**src/rtl/assert_macros.svh**
```systemverilog
// Assertion helpers, included by hjc_back.
`ifndef ASSERT_MACROS_SVH
`define ASSERT_MACROS_SVH

// Clocked implication, disabled in reset.
`define ASSERT_IMPL(label, ante, cons, msg) \
    label: assert property (@(posedge clk) disable iff (!rst_n) (ante) |-> (cons)) \
        else $error(msg);

// Next-cycle implication, disabled in reset.
`define ASSERT_NEXT(label, ante, cons, msg) \
    label: assert property (@(posedge clk) disable iff (!rst_n) (ante) |=> (cons)) \
        else $error(msg);

`endif

```
**src/rtl/hjc_pkg.sv**
```systemverilog
package hjc_pkg;

    localparam logic [15:0] SYL_BASE       = 16'hAC00;
    localparam logic [15:0] SYL_INIT_STEP  = 16'h024C;
    localparam logic [15:0] SYL_MED_STEP   = 16'h001C;
    localparam logic [15:0] VOWEL_FIRST    = 16'h314F;
    localparam int          NUM_INITIALS   = 19;
    localparam int          NUM_FINALS     = 27;
    localparam int          QUEUE_DEPTH    = 2;

    localparam logic [1:0] OP_COMMIT  = 2'd0;
    localparam logic [1:0] OP_PREVIEW = 2'd1;
    localparam logic [1:0] OP_BACK    = 2'd2;

    localparam logic [1:0] ACT_NONE    = 2'd0;
    localparam logic [1:0] ACT_APPEND  = 2'd1;
    localparam logic [1:0] ACT_REPLACE = 2'd2;
    localparam logic [1:0] ACT_DELETE  = 2'd3;

    typedef struct packed {
        logic [1:0]  opcode;
        logic [15:0] key_char;
        logic        text_empty;
        logic        has_room;
    } in_item_t;

    typedef struct packed {
        logic [1:0]  action;
        logic [15:0] char_code;
        logic        last;
    } out_item_t;

    // Work handed from front to back: one or two results per key.
    typedef struct packed {
        out_item_t first;
        out_item_t second;
        logic      two;
    } work_t;

    function automatic logic [15:0] syl(input logic [4:0] i, input logic [4:0] m,
                                        input logic [4:0] f);
        logic [15:0] s;
        s = SYL_BASE + 16'(i) * SYL_INIT_STEP + 16'(m) * SYL_MED_STEP + 16'(f);
        return s;
    endfunction

    function automatic logic [15:0] initial_code(input logic [4:0] idx);
        logic [15:0] c;
        case (idx)
            5'd0: c = 16'h3131;  5'd1: c = 16'h3132;  5'd2: c = 16'h3134;
            5'd3: c = 16'h3137;  5'd4: c = 16'h3138;  5'd5: c = 16'h3139;
            5'd6: c = 16'h3141;  5'd7: c = 16'h3142;  5'd8: c = 16'h3143;
            5'd9: c = 16'h3145;  5'd10: c = 16'h3146; 5'd11: c = 16'h3147;
            5'd12: c = 16'h3148; 5'd13: c = 16'h3149; 5'd14: c = 16'h314A;
            5'd15: c = 16'h314B; 5'd16: c = 16'h314C; 5'd17: c = 16'h314D;
            5'd18: c = 16'h314E;
            default: c = 16'h0000;
        endcase
        return c;
    endfunction

    function automatic logic [15:0] final_code(input logic [4:0] idx);
        logic [15:0] c;
        case (idx)
            5'd0: c = 16'h3131;  5'd1: c = 16'h3132;  5'd2: c = 16'h3133;
            5'd3: c = 16'h3134;  5'd4: c = 16'h3135;  5'd5: c = 16'h3136;
            5'd6: c = 16'h3137;  5'd7: c = 16'h3139;  5'd8: c = 16'h313A;
            5'd9: c = 16'h313B;  5'd10: c = 16'h313C; 5'd11: c = 16'h313D;
            5'd12: c = 16'h313E; 5'd13: c = 16'h313F; 5'd14: c = 16'h3140;
            5'd15: c = 16'h3141; 5'd16: c = 16'h3142; 5'd17: c = 16'h3144;
            5'd18: c = 16'h3145; 5'd19: c = 16'h3146; 5'd20: c = 16'h3147;
            5'd21: c = 16'h3148; 5'd22: c = 16'h314A; 5'd23: c = 16'h314B;
            5'd24: c = 16'h314C; 5'd25: c = 16'h314D; 5'd26: c = 16'h314E;
            default: c = 16'h0000;
        endcase
        return c;
    endfunction

    // Index lookup by code; found flag in the top bit.
    function automatic logic [5:0] find_initial(input logic [15:0] ch);
        logic [5:0] r;
        r = 6'd0;
        for (int k = NUM_INITIALS - 1; k >= 0; k--)
            if (initial_code(5'(k)) == ch) r = {1'b1, 5'(k)};
        return r;
    endfunction

    function automatic logic [5:0] find_final(input logic [15:0] ch);
        logic [5:0] r;
        r = 6'd0;
        for (int k = NUM_FINALS - 1; k >= 0; k--)
            if (final_code(5'(k)) == ch) r = {1'b1, 5'(k)};
        return r;
    endfunction

    function automatic logic [5:0] vowel_of(input logic [15:0] ch);
        logic [15:0] v;
        logic        ok;
        v  = ch - VOWEL_FIRST;
        ok = (ch >= VOWEL_FIRST) && (ch <= VOWEL_FIRST + 16'd20);
        if (v inside {[16'd9:16'd11], [16'd14:16'd16], 16'd19}) ok = 1'b0;
        return {ok, v[4:0]};
    endfunction

    // Compound vowel: typed, current -> compound.
    function automatic logic [5:0] vowel_join(input logic [4:0] v, input logic [4:0] m);
        logic [5:0] r;
        case ({v, m})
            {5'd0, 5'd8}:   r = {1'b1, 5'd9};
            {5'd1, 5'd8}:   r = {1'b1, 5'd10};
            {5'd20, 5'd8}:  r = {1'b1, 5'd11};
            {5'd4, 5'd13}:  r = {1'b1, 5'd14};
            {5'd5, 5'd13}:  r = {1'b1, 5'd15};
            {5'd20, 5'd13}: r = {1'b1, 5'd16};
            {5'd20, 5'd18}: r = {1'b1, 5'd19};
            default:        r = 6'd0;
        endcase
        return r;
    endfunction

    function automatic logic [5:0] vowel_unjoin(input logic [4:0] m);
        logic [5:0] r;
        case (m)
            5'd9, 5'd10, 5'd11: r = {1'b1, 5'd8};
            5'd14, 5'd15, 5'd16: r = {1'b1, 5'd13};
            5'd19: r = {1'b1, 5'd18};
            default: r = 6'd0;
        endcase
        return r;
    endfunction

    function automatic logic [5:0] final_join(input logic [4:0] f, input logic [4:0] cur);
        logic [5:0] r;
        case ({f, cur})
            {5'd18, 5'd0}:  r = {1'b1, 5'd2};
            {5'd21, 5'd3}:  r = {1'b1, 5'd4};
            {5'd26, 5'd3}:  r = {1'b1, 5'd5};
            {5'd0, 5'd7}:   r = {1'b1, 5'd8};
            {5'd15, 5'd7}:  r = {1'b1, 5'd9};
            {5'd16, 5'd7}:  r = {1'b1, 5'd10};
            {5'd18, 5'd7}:  r = {1'b1, 5'd11};
            {5'd24, 5'd7}:  r = {1'b1, 5'd12};
            {5'd25, 5'd7}:  r = {1'b1, 5'd13};
            {5'd26, 5'd7}:  r = {1'b1, 5'd14};
            {5'd18, 5'd16}: r = {1'b1, 5'd17};
            default:        r = 6'd0;
        endcase
        return r;
    endfunction

    function automatic logic [5:0] final_unjoin(input logic [4:0] f);
        logic [5:0] r;
        case (f)
            5'd2: r = {1'b1, 5'd0};
            5'd4, 5'd5: r = {1'b1, 5'd3};
            5'd8, 5'd9, 5'd10, 5'd11, 5'd12, 5'd13, 5'd14: r = {1'b1, 5'd7};
            5'd17: r = {1'b1, 5'd16};
            default: r = 6'd0;
        endcase
        return r;
    endfunction

    // Split of a compound final: {found, kept final (+1), next initial}.
    function automatic logic [10:0] final_split(input logic [4:0] f);
        logic [10:0] r;
        case (f)
            5'd2:  r = {1'b1, 5'd1, 5'd9};
            5'd4:  r = {1'b1, 5'd4, 5'd12};
            5'd5:  r = {1'b1, 5'd4, 5'd18};
            5'd8:  r = {1'b1, 5'd8, 5'd0};
            5'd9:  r = {1'b1, 5'd8, 5'd6};
            5'd10: r = {1'b1, 5'd8, 5'd7};
            5'd11: r = {1'b1, 5'd8, 5'd9};
            5'd12: r = {1'b1, 5'd8, 5'd16};
            5'd13: r = {1'b1, 5'd8, 5'd17};
            5'd14: r = {1'b1, 5'd8, 5'd18};
            5'd17: r = {1'b1, 5'd17, 5'd9};
            default: r = 11'd0;
        endcase
        return r;
    endfunction

endpackage

```
**src/rtl/hangul_jamo_composer_unit.sv**
```systemverilog
// A key's results are registered in the work queue before they are offered.
// One key per cycle while the queue is not full; a key with two results
// holds the output for both, and the two-entry work queue absorbs this.
// Reset: rst_n clears level and jamo indices to zero and empties the queue.
module hangul_jamo_composer_unit
    import hjc_pkg::*;
(
    input  logic      clk,
    input  logic      rst_n,
    input  logic      in_valid,
    output logic      in_ready,
    input  in_item_t  in_data,
    output logic      out_valid,
    input  logic      out_ready,
    output out_item_t out_data
);

    logic  work_valid, work_ready;
    work_t work;

    hjc_front u_front (
        .clk(clk), .rst_n(rst_n), .valid(in_valid), .ready(in_ready), .item(in_data),
        .work_valid(work_valid), .work_ready(work_ready), .work(work)
    );

    hjc_back u_back (
        .clk(clk), .rst_n(rst_n), .work_valid(work_valid), .work_ready(work_ready),
        .work(work), .valid(out_valid), .ready(out_ready), .item(out_data)
    );

endmodule

```
**src/rtl/hjc_front.sv**
```systemverilog
module hjc_front
    import hjc_pkg::*;
(
    input  logic     clk,
    input  logic     rst_n,
    input  logic     valid,
    output logic     ready,
    input  in_item_t item,
    output logic     work_valid,
    input  logic     work_ready,
    output work_t    work
);

    logic [1:0] level_reg, level_next;
    logic [4:0] ini_reg, ini_next, med_reg, med_next, fin_reg, fin_next;

    assign ready      = work_ready;
    assign work_valid = valid;

    always_comb
    begin
        logic        commit, room, l0;
        logic [5:0]  v, f, ci, vj, fj, vu, fu, cs;
        logic [10:0] sp;
        logic [15:0] ch;
        out_item_t   a, b;
        logic        two;
        logic [1:0]  nl;
        logic [4:0]  ni, nm, nf;

        ch     = item.key_char;
        room   = item.has_room;
        commit = item.opcode == OP_COMMIT;
        v      = vowel_of(ch);
        f      = find_final(ch);
        ci     = find_initial(ch);
        vj     = vowel_join(v[4:0], med_reg);
        fj     = final_join(f[4:0], fin_reg);
        vu     = vowel_unjoin(med_reg);
        fu     = final_unjoin(fin_reg);
        sp     = final_split(fin_reg);
        cs     = find_initial(final_code(fin_reg));
        a   = '{action: ACT_NONE, char_code: 16'd0, last: 1'b0};
        b   = '{action: ACT_NONE, char_code: 16'd0, last: 1'b1};
        two = 1'b0;
        nl = level_reg; ni = ini_reg; nm = med_reg; nf = fin_reg;
        // Plain append of the key, used by many branches.
        l0 = 1'b0;

        if (item.opcode == OP_COMMIT || item.opcode == OP_PREVIEW) begin
            if (item.text_empty || level_reg == 2'd0) l0 = 1'b1;
            else if (level_reg == 2'd1) begin
                if (!v[5]) l0 = 1'b1;
                else begin
                    a = '{ACT_REPLACE, syl(ini_reg, v[4:0], 5'd0), 1'b0};
                    nm = v[4:0]; nl = 2'd2;
                end
            end else if (level_reg == 2'd2) begin
                if (v[5]) begin
                    if (vj[5]) begin
                        a = '{ACT_REPLACE, syl(ini_reg, vj[4:0], 5'd0), 1'b0};
                        nm = vj[4:0];
                    end else if (room) begin
                        a = '{ACT_APPEND, ch, 1'b0};
                        nl = 2'd0;
                    end
                end else if (!f[5]) l0 = 1'b1;
                else begin
                    a = '{ACT_REPLACE, syl(ini_reg, med_reg, f[4:0] + 5'd1), 1'b0};
                    nf = f[4:0]; nl = 2'd3;
                end
            end else begin
                if (f[5]) begin
                    if (fj[5]) begin
                        a = '{ACT_REPLACE, syl(ini_reg, med_reg, fj[4:0] + 5'd1), 1'b0};
                        nf = fj[4:0];
                    end else l0 = 1'b1;
                end else if (!v[5]) l0 = 1'b1;
                else if (room) begin
                    if (sp[10]) begin
                        a = '{ACT_REPLACE, syl(ini_reg, med_reg, sp[9:5]), 1'b0};
                        b = '{ACT_APPEND, syl(sp[4:0], v[4:0], 5'd0), 1'b1};
                        two = 1'b1;
                        ni = sp[4:0]; nm = v[4:0]; nl = 2'd2;
                    end else if (cs[5]) begin
                        a = '{ACT_REPLACE, syl(ini_reg, med_reg, 5'd0), 1'b0};
                        b = '{ACT_APPEND, syl(cs[4:0], v[4:0], 5'd0), 1'b1};
                        two = 1'b1;
                        ni = cs[4:0]; nm = v[4:0]; nl = 2'd2;
                    end else begin
                        a = '{ACT_APPEND, ch, 1'b0};
                        nl = 2'd0;
                    end
                end
            end
            if (l0 && room) begin
                a = '{ACT_APPEND, ch, 1'b0};
                if (ci[5]) begin
                    ni = ci[4:0]; nl = 2'd1;
                end else nl = 2'd0;
            end
            if (!commit) begin
                nl = level_reg; ni = ini_reg; nm = med_reg; nf = fin_reg;
            end
        end else if (item.opcode == OP_BACK) begin
            if (!item.text_empty) begin
                case (level_reg)
                    2'd0, 2'd1: begin
                        nl = 2'd0;
                        a = '{ACT_DELETE, 16'd0, 1'b0};
                    end
                    2'd2: begin
                        if (vu[5]) begin
                            nm = vu[4:0];
                            a = '{ACT_REPLACE, syl(ini_reg, vu[4:0], 5'd0), 1'b0};
                        end else begin
                            nl = 2'd1;
                            a = '{ACT_REPLACE, initial_code(ini_reg), 1'b0};
                        end
                    end
                    default: begin
                        if (fu[5]) begin
                            nf = fu[4:0];
                            a = '{ACT_REPLACE, syl(ini_reg, med_reg, fu[4:0] + 5'd1), 1'b0};
                        end else begin
                            nl = 2'd2;
                            a = '{ACT_REPLACE, syl(ini_reg, med_reg, 5'd0), 1'b0};
                        end
                    end
                endcase
            end
        end
        a.last = !two;
        work = '{first: a, second: b, two: two};
        level_next = nl; ini_next = ni; med_next = nm; fin_next = nf;
    end

    always_ff @(posedge clk or negedge rst_n)
    begin
        if (!rst_n) begin
            level_reg <= 2'd0;
            ini_reg   <= 5'd0;
            med_reg   <= 5'd0;
            fin_reg   <= 5'd0;
        end else if (valid && ready) begin
            level_reg <= level_next;
            ini_reg   <= ini_next;
            med_reg   <= med_next;
            fin_reg   <= fin_next;
        end
    end

endmodule

```
**src/rtl/hjc_back.sv**
```systemverilog
`include "assert_macros.svh"

module hjc_back
    import hjc_pkg::*;
(
    input  logic      clk,
    input  logic      rst_n,
    input  logic      work_valid,
    output logic      work_ready,
    input  work_t     work,
    output logic      valid,
    input  logic      ready,
    output out_item_t item
);

    // Two-entry queue of work entries; the head is emitted one result at a time.
    work_t     q_reg [QUEUE_DEPTH];
    logic      rd_reg, rd_next, wr_reg, wr_next;
    logic [1:0] cnt_reg, cnt_next;
    logic      sec_reg, sec_next;
    logic      push, pop, fire;
    work_t     head;

    assign head       = q_reg[rd_reg];
    assign work_ready = cnt_reg != 2'(QUEUE_DEPTH);
    assign push       = work_valid && work_ready;
    assign valid      = cnt_reg != 2'd0;
    assign item       = sec_reg ? head.second : head.first;
    assign fire       = valid && ready;
    assign pop        = fire && (sec_reg || !head.two);

    always_comb
    begin
        rd_next  = pop ? !rd_reg : rd_reg;
        wr_next  = push ? !wr_reg : wr_reg;
        cnt_next = cnt_reg + 2'(push) - 2'(pop);
        sec_next = pop ? 1'b0 : (fire ? 1'b1 : sec_reg);
    end

    always_ff @(posedge clk)
    begin
        if (push) q_reg[wr_reg] <= work;
    end

    always_ff @(posedge clk or negedge rst_n)
    begin
        if (!rst_n) begin
            rd_reg  <= 1'b0;
            wr_reg  <= 1'b0;
            cnt_reg <= 2'd0;
            sec_reg <= 1'b0;
        end else begin
            rd_reg  <= rd_next;
            wr_reg  <= wr_next;
            cnt_reg <= cnt_next;
            sec_reg <= sec_next;
        end
    end

    `ASSERT_IMPL(a_cnt_max, 1'b1, cnt_reg <= 2'(QUEUE_DEPTH), "queue overflow")
    `ASSERT_IMPL(a_sec_two, sec_reg, valid && head.two, "second result without pair")
    `ASSERT_NEXT(a_pop_drop, pop && !push && cnt_reg == 2'd1, !valid, "queue not drained")

endmodule
```
**config.mk**
```make
export PLATFORM = sky130hd
export DESIGN_NAME = hangul_jamo_composer_unit
export DESIGN_NICKNAME = d
export VERILOG_FILES = /design/src/rtl/hjc_pkg.sv /design/src/rtl/hangul_jamo_composer_unit.sv /design/src/rtl/hjc_front.sv /design/src/rtl/hjc_back.sv
export VERILOG_INCLUDE_DIRS = /design/src /design/src/rtl
export SDC_FILE = /design/constraint.sdc
export NUM_CORES = 1
export LEC_CHECK = 0
export BUFFER_PORTS_ARGS = -buffer_cell sky130_fd_sc_hd__buf_2
export CAP_MARGIN = 20
export CELL_PAD_IN_SITES_DETAIL_PLACEMENT = 1
export CELL_PAD_IN_SITES_GLOBAL_PLACEMENT = 2
export CORE_MARGIN = 3
export CORE_UTILIZATION = 37
export CTS_BUF_LIST = sky130_fd_sc_hd__clkbuf_4 sky130_fd_sc_hd__clkbuf_8
export DETAILED_ROUTE_END_ITERATION = 12
export GPL_ROUTABILITY_DRIVEN = 1
export PLACE_DENSITY = 0.81
export SYNTH_ARGS = -nofsm -noshare
export SYNTH_HDL_FRONTEND = slang
export SYNTH_HIERARCHICAL = 1
export SYNTH_SLANG_ARGS = --single-unit
export TNS_END_PERCENT = 30
```
**constraint.sdc**
```tcl
create_clock -name clk -period 5.1 [get_ports clk]
set_input_delay 1.53 -clock clk [delete_from_list [all_inputs] [get_ports clk]]
set_output_delay 1.53 -clock clk [all_outputs]
set_load 0.02 [all_outputs]
```
==> metrics.cfg, run 1 <==
[outcome]
status = finished, violations left
violations = negative setup slack

[routing]
route.met3.wl_mm = 3.832
via_per_inst = 5.930
wire_per_inst_um = 24.52
drt-met1-wl_mm = 29.68
drt.antenna.violating_nets = 0
drc = 0
vias = 16930
drt-total-wl_mm = 69.98
top_layer_used = met4
first_pass_iters = 5
routed-wl-met2_mm = 33.48
drtIter0Drc = 1190

[synthesis]
async_flop_share_pct = 22.00
yosys_warnings = 6
synth-xor-area-share_pct = 8.553
synth_edf_count = 78
synth_top_family_by_area = compound AO/OA/AOI/OAI gates
synth_cell_types = 115
synthAdderAreaFrac_pct = 19.35
synth_compound_area_share_pct = 25.44
synth_seq_cells = 100
synth-main-ff-cell = edfxtp_1
syn_area_mm2 = 0.01551
synthMuxAreaShare_pct = 4.809
ys_seq_area_share_pct = 18.66
postSynthCellCount = 1843
synthSimpleGateAreaFrac_pct = 18.24
syn_area_per_cell_um2 = 8.414

[timing]
setup_violations = 47
final.setup.worst_slack_ns = -1.268
hold_viol = 0
max_clock_freq_mhz = 157.0
whs_ns = 0.5686
rsz0062_at_grt = true
drv_slew = 0
skew_ns = 0.04169
slew_headroom_pct = 25.00
fin_crit_ns = 6.368
tightestPinTransition_ns = 1.125
fin_crit_sh_pct = 124.9

[power_and_ir_drop]
p_leak_nw = 9.594
power_density_mw_per_mm2 = 340.8
ir_drop_mv = 0.3985
total_power_mw = 7.298

[critical_path]
cpPeakStageDelay_ns = 0.46
reg2reg_slack_ns = -0.38
cp.arrival_ns = 6.50
crit_required_ns = 5.23
path_cells = buf_8, ha_4, and3_4, xnor2_4, inv_2, ha_4, nand2_4, nor3_4, or3_4, fa_1, ha_2, fa_2, xor2_1, ha_1, nand3_2, o2111ai_4, nor4_2, or3_4, or3_4, nor3_4, o41ai_1, a31oi_1, a211o_1, o211ai_1
cp_common_cell = or3_4
worst_setup_path_start_kind = primary input
critPathMaxFanout = 4
r2r_start = u_front/fin_reg[0]$_DFFE_PN0P_
crit_slowest_cell = fa_1
timing.rr.end = u_back/q_reg[1][16]$_DFFE_PP_
worst-path-buf-inv = 2
r2r_cells = 25
crit_type = primary input to flip-flop
path_delay_family = simple AND/OR/NAND/NOR gates
end_kind = flip-flop

[placed_design]
dp.cells = 2814
dp_hpwl_mm = 55.61
gp_congestion = 0.9562
io_buffer_count = 44
place_area_mm2 = 0.01986

[clocking]
clockRootBuffer = clkbuf_8
clkSinkCount = 100
ctsLongestPathBuffers = 2
cts_tree = done
htree_levels = 3
clk_pin_slew_ns = 0.12
cts_buffers = 9
clk_latency_ns = 0.43

[global_route]
grt_pass1_wl_mm = 107.0
grt_max_degree = 40
track_usage_pct = 31.12
gr-total-overflow = 0
antenna_found_initial = 2
grt_pass1_vias = 18180

[worst_hold_path]
hp-class = flip-flop to flip-flop
hold_path_end = u_back/rd_reg$_DFFE_PN0P_
min_from = u_back/q_reg[0][0]$_DFFE_PP_
hold_path_depth = 2

[floorplan]
die_width_um = 210.7
io-pin-count = 45
die_area_mm2 = 0.04440
initial_utilization_pct = 37.72
core_mm2 = 0.04111
die_height_um = 210.7
rows = 74

[final_layout]
drive_gt1_share_pct = 35.93
area_growth_pct = 38.11
fin_util_pct = 52.09
instances_no_fill = 2854
design_area_mm2 = 0.02142
largest_reg_flops = 78
fin_nets = 2564

[job]
cap_violations = 0

-- cells by family (layout without fill, tap and decap cells) --
family,count (synthesis),after routing
simple gates,561,561
buf+inv,183,659
xor+xnor,149,149
mux,48,48
flops,100,100
compound gates,575,575
fa+ha+maj,225,225
other cells,2,5
-- report_power, final --
| group | internal, mW | total [mW] | switching, mW |
|---|---|---|---|
| logic | 2.21 | 5.40 | 3.18 |
| registers | 1.11 | 1.27 | 0.157 |
| clock network | 0.245 | 0.632 | 0.387 |
| total | 3.57 | 7.30 | 3.73 |
-- Yosys cell counts (10+ instances only) --
master     number  area share, %
nor4_1         14           0.56
or2_2          14           0.56
edfxtp_1       78             15
a31oi_1        23           0.93
nor3_1         58            1.9
clkbuf_1       62            1.5
mux2i_1        16            1.0
xor2_1         47            2.7
o41ai_1        12           0.68
buf_4          10           0.48
fa_1           25            3.2
nand2b_1       20           0.81
inv_1          82            2.0
a22oi_1        15           0.73
a2111oi_0      11           0.62
a21o_1         45            2.2
nand3_1        45            1.5
o21bai_1       17           0.82
buf_2          22           0.71
or3_1          16           0.65
a21oi_1       136            4.4
o31ai_1        10           0.48
nor2_1        158            3.8
xnor2_1       100            5.6
mux4_2         20            2.9
o21a_1         19           0.92
nor2b_1        28            1.1
o211ai_1       20           0.97
and2_1         13           0.52
nand4_1        12           0.48
a211oi_1       36            1.7
ha_1          199             16
dfrtp_1        22            3.6
nand2_1       121            2.9
o21ai_0       100            3.2
-- area by class of cell --
class / count / area (µm²)
Multi-Input combinational cell: 1562 / 13030
Timing Repair Buffer: 560 / 4277
Tap cell: 532 / 665.6
Sequential cell: 100 / 2894
Inverter: 83 / 319.1
Clock buffer: 9 / 123.9
Fill cell: 4846 / 19690
Clock inverter: 7 / 102.6
Antenna cell: 1 / 2.502
-- worst reg2reg max path: stages, from the launching register on --
cell and delay [ns]:
dfrtp_2 0.48, inv_2 0.10, ha_4 0.21, or3b_2 0.45
o211ai_1 0.13, and2_1 0.21, maj3_2 0.20, a21oi_2 0.06
or2_4 0.25, ha_4 0.27, inv_2 0.04, ha_4 0.24
ha_4 0.27, ha_4 0.21, a21o_1 0.19, a21oi_4 0.16
xnor2_2 0.14, ha_1 0.27, buf_4 0.14, nor2b_1 0.13
o21ai_1 0.14, nand2b_1 0.10, nor3_2 0.19, o21ai_2 0.14
a2111oi_4 0.43, buf_4 0.19
-- layout by cell type (no fill, tap or decap), drive strengths merged, types with 20 or more instances in the layout --
cell type  count
buf          560
ha           199
nor2         160
a21oi        139
nand2        122
o21ai        106
xnor2        101
inv           85
edfxtp        78
nor3          61
xor2          47
nand3         46
a21o          45
a211oi        37
nor2b         28
fa            25
a31oi         24
dfrtp         22
mux4          20
o211ai        20
nand2b        20
or2           20
-- worst max-delay path by stage --
| stage | from | end | cells after the start |
|---|---|---|---|
| after detailed placement | in_data[2] | u_back/q_reg[0][35]$_DFFE_PP_ | 26 |
| after global placement | in_data[2] | u_back/q_reg[0][34]$_DFFE_PP_ | 26 |
| after global routing | in_data[2] | u_back/q_reg[0][36]$_DFFE_PP_ | 24 |
| final | in_data[2] | u_back/q_reg[0][36]$_DFFE_PP_ | 24 |
| after floorplan | in_data[4] | u_back/q_reg[0][34]$_DFFE_PP_ | 25 |
| after CTS | in_data[2] | u_back/q_reg[0][34]$_DFFE_PP_ | 24 |
-- per-stage QoR --
| stage | setup TNS, ns | setup slack (ns) |
|---|---|---|
| 2_1_floorplan | -33.78 | -1.737 |
| 3_3_place_gp | -67.86 | -1.742 |
| 3_5_place_dp | -76.46 | -1.923 |
| 4_1_cts | -24.20 | -1.131 |
| 5_1_grt | -34.57 | -1.411 |
| 6_report | -26.74 | -1.268 |
-- timing repair --
| action | 4_1_cts | 5_1_grt |
|---|---|---|
| hold endpoints to repair | 0 | 0 |
| endpoints found under the setup margin | 65 | 71 |
| resized for setup | 171 | 59 |
| pin swaps | 92 | 42 |
| hold buffers | 0 | 0 |
| setup buffers | 20 | 5 |
-- metal layers --
metal  vias to the layer above  global-route usage (%)
met5                         -                       0
met4                         0                   11.94
met3                       139                   4.396
met2                       462                   53.20
met1                      8503                   39.96
li1                       7821                       -
Power figures use the tool's default switching activity.
==> run 2, diff against run 1 <==
--- a/config.mk
+++ b/config.mk
@@ -6,6 +6,7 @@
 export SDC_FILE = /design/constraint.sdc
 export NUM_CORES = 1
 export LEC_CHECK = 0
+export ABC_CLOCK_PERIOD_IN_PS = 5100
 export BUFFER_PORTS_ARGS = -buffer_cell sky130_fd_sc_hd__buf_2
 export CAP_MARGIN = 20
 export CELL_PAD_IN_SITES_DETAIL_PLACEMENT = 1
@@ -16,6 +17,8 @@
 export DETAILED_ROUTE_END_ITERATION = 12
 export GPL_ROUTABILITY_DRIVEN = 1
 export PLACE_DENSITY = 0.81
+export SETUP_SLACK_MARGIN = 0.4
+export SKIP_CTS_REPAIR_TIMING = 1
 export SYNTH_ARGS = -nofsm -noshare
 export SYNTH_HDL_FRONTEND = slang
 export SYNTH_HIERARCHICAL = 1
==> metrics.cfg, run 2 (synthesized netlist as in run 1, its figures left out) <==
[placed_design]
io_buffer_count = 44
dp.cells = 2814
dpl_worst_slack_ns = -1.923
gp_congestion = 0.9562
dp_hpwl_mm = 55.61

[critical_path]
end_kind = flip-flop
crit_type = primary input to flip-flop
cpPeakStageDelay_ns = 0.52
crit_required_ns = 5.24
crit_slowest_cell = fa_1
critPathMaxFanout = 4
cp_common_cell = or3_4
worst-path-buf-inv = 2
worst_setup_path_start_kind = primary input
path_delay_family = simple AND/OR/NAND/NOR gates
cp.arrival_ns = 6.59
path_cells = buf_6, ha_4, and3_4, xnor2_4, inv_2, ha_4, nand2_4, nor3_4, or3_4, fa_1, ha_2, fa_2, xor2_1, ha_1, nand3_2, o2111ai_4, nor4_2, or3_4, or3_4, nor3_1, o41ai_1, a31oi_1, a211o_1, o211ai_1

[timing]
fin_crit_ns = 6.446
slew_headroom_pct = 25.65
finalSetupTns_ns = -30.44
rsz0062_at_grt = true
skew_ns = 0.04199
setup_violations = 53
max_clock_freq_mhz = 155.1
final.setup.worst_slack_ns = -1.346
drv_slew = 0
tightestPinTransition_ns = 1.115
hold_viol = 0
fin_crit_sh_pct = 126.4

[routing]
drt.antenna.violating_nets = 0
wire_per_inst_um = 25.02
via_per_inst = 5.961
vias = 17080
drt-total-wl_mm = 71.68
first_pass_iters = 5
drtIter0Drc = 1171
drc = 0

[power_and_ir_drop]
combPwrFrac_pct = 74.2
switching_share_pct = 51.09
clkPwrFrac_pct = 8.7
p_int_mw = 3.610
ir_drop_mv = 0.3999
p_leak_nw = 9.680
total_power_mw = 7.379
sequentialPowerShare_pct = 17.2
power_density_mw_per_mm2 = 340.9
switchingPower_mw = 3.770

[final_layout]
final_common_cell = buf_4
fin_nets = 2573
largest_reg_flops = 78
drive_gt1_share_pct = 36.87
instances_no_fill = 2865
area_growth_pct = 39.60
mostFrequentLayoutCells = 493 x buf_4, 165 x ha_1, 147 x nor2_1, 116 x nand2_1, 107 x a21oi_1

[global_route]
grt_max_degree = 40
antenna_found_initial = 3
gr-total-overflow = 0
grt_pass1_wl_mm = 104.0
grt_pass1_vias = 17790
track_usage_pct = 30.09

[clocking]
cts_tree = done
clockRootBuffer = clkbuf_8
clk_latency_ns = 0.44
clk_pin_slew_ns = 0.12
htree_levels = 3
cts_buffers = 9
ctsLongestPathBuffers = 2
clkSinkCount = 100

[floorplan]
core_mm2 = 0.04111
rows = 74
die_area_mm2 = 0.04440
io-pin-count = 45
die_height_um = 210.7
die_width_um = 210.7
initial_utilization_pct = 37.72

[outcome]
violations = negative setup slack
status = finished, violations left

[job]
cap_violations = 0

[worst_hold_path]
hp-class = flip-flop to flip-flop

run 2: cell count changes in the layout (fill, tap and decap cells not counted), moves of 3 or more:
cell,delta
o21ai_0,+3
xnor2_1,-5
a21oi_1,-3
o21ai_1,-4
xnor2_2,+6
buf_4,+7
ha_4,+4
run 2: tightest hold or removal path, stage by stage (launching register included):
cell,delay (ns)
edfxtp_1,0.36
nor2b_1,0.13
o31ai_1,0.07
run 2: per-layer routing:
metal  track usage, %  vias up  routed length, µm  part of all wire [%]
met4            10.28        2               2902                   4.0
li1                 -     7825                  -                     -
met2            51.36      513              34650                    48
met5                0        -                 30                 0.042
met3            3.550      157               3907                   5.5
met1            39.64     8580              30190                    42
run 2: worst paths after layout:
| check | end | start | slack (ns) | cells past startpoint |
|---|---|---|---|---|
| min reg2reg | u_back/rd_reg$_DFFE_PN0P_ | u_back/q_reg[0][0]$_DFFE_PP_ | 0.56 | 2 |
| max in group asynchronous | u_front/fin_reg[0]$_DFFE_PN0P_ | rst_n | 3.38 | 1 |
| max | u_back/q_reg[1][36]$_DFFE_PP_ | in_data[3] | -1.35 | 24 |
| min in group asynchronous | u_front/med_reg[2]$_DFFE_PN0P_ | rst_n | 1.16 | 1 |
| min | u_back/rd_reg$_DFFE_PN0P_ | u_back/q_reg[0][0]$_DFFE_PP_ | 0.56 | 2 |
| max reg2reg | u_back/q_reg[1][16]$_DFFE_PP_ | u_front/fin_reg[0]$_DFFE_PN0P_ | -0.56 | 27 |
run 2: stage by stage:
stage               hold slack (ns)  instance area (µm²)  utilization (%)
floorplan                    0.4602                15710                -
global placement             0.5274                19860            48.31
detailed placement           0.5411                19860            48.31
CTS                          0.5733                20090            48.86
global route                 0.5993                21640            52.64
finish                       0.5628                21650            52.66
run 2: cell type report:
cell class,instances,area [µm²]
repair buffers,569,4352
multi-input cells,1562,13180
inverters,83,319.1
clock inverters,7,102.6
flip-flops and latches,100,2895
fillers,4846,19460
clock buffers,9,123.9
diodes,3,7.507
well taps,532,665.6
run 2: power groups by stage:
stage	sequential, mW	clock, mW	combinational [mW]
after global routing	1.30	0.669	5.79
final	1.27	0.640	5.47
after CTS	1.27	0.647	5.08
after global placement	1.26	0	4.89
after floorplan	1.22	0	3.05
after detailed placement	1.29	0	5.05
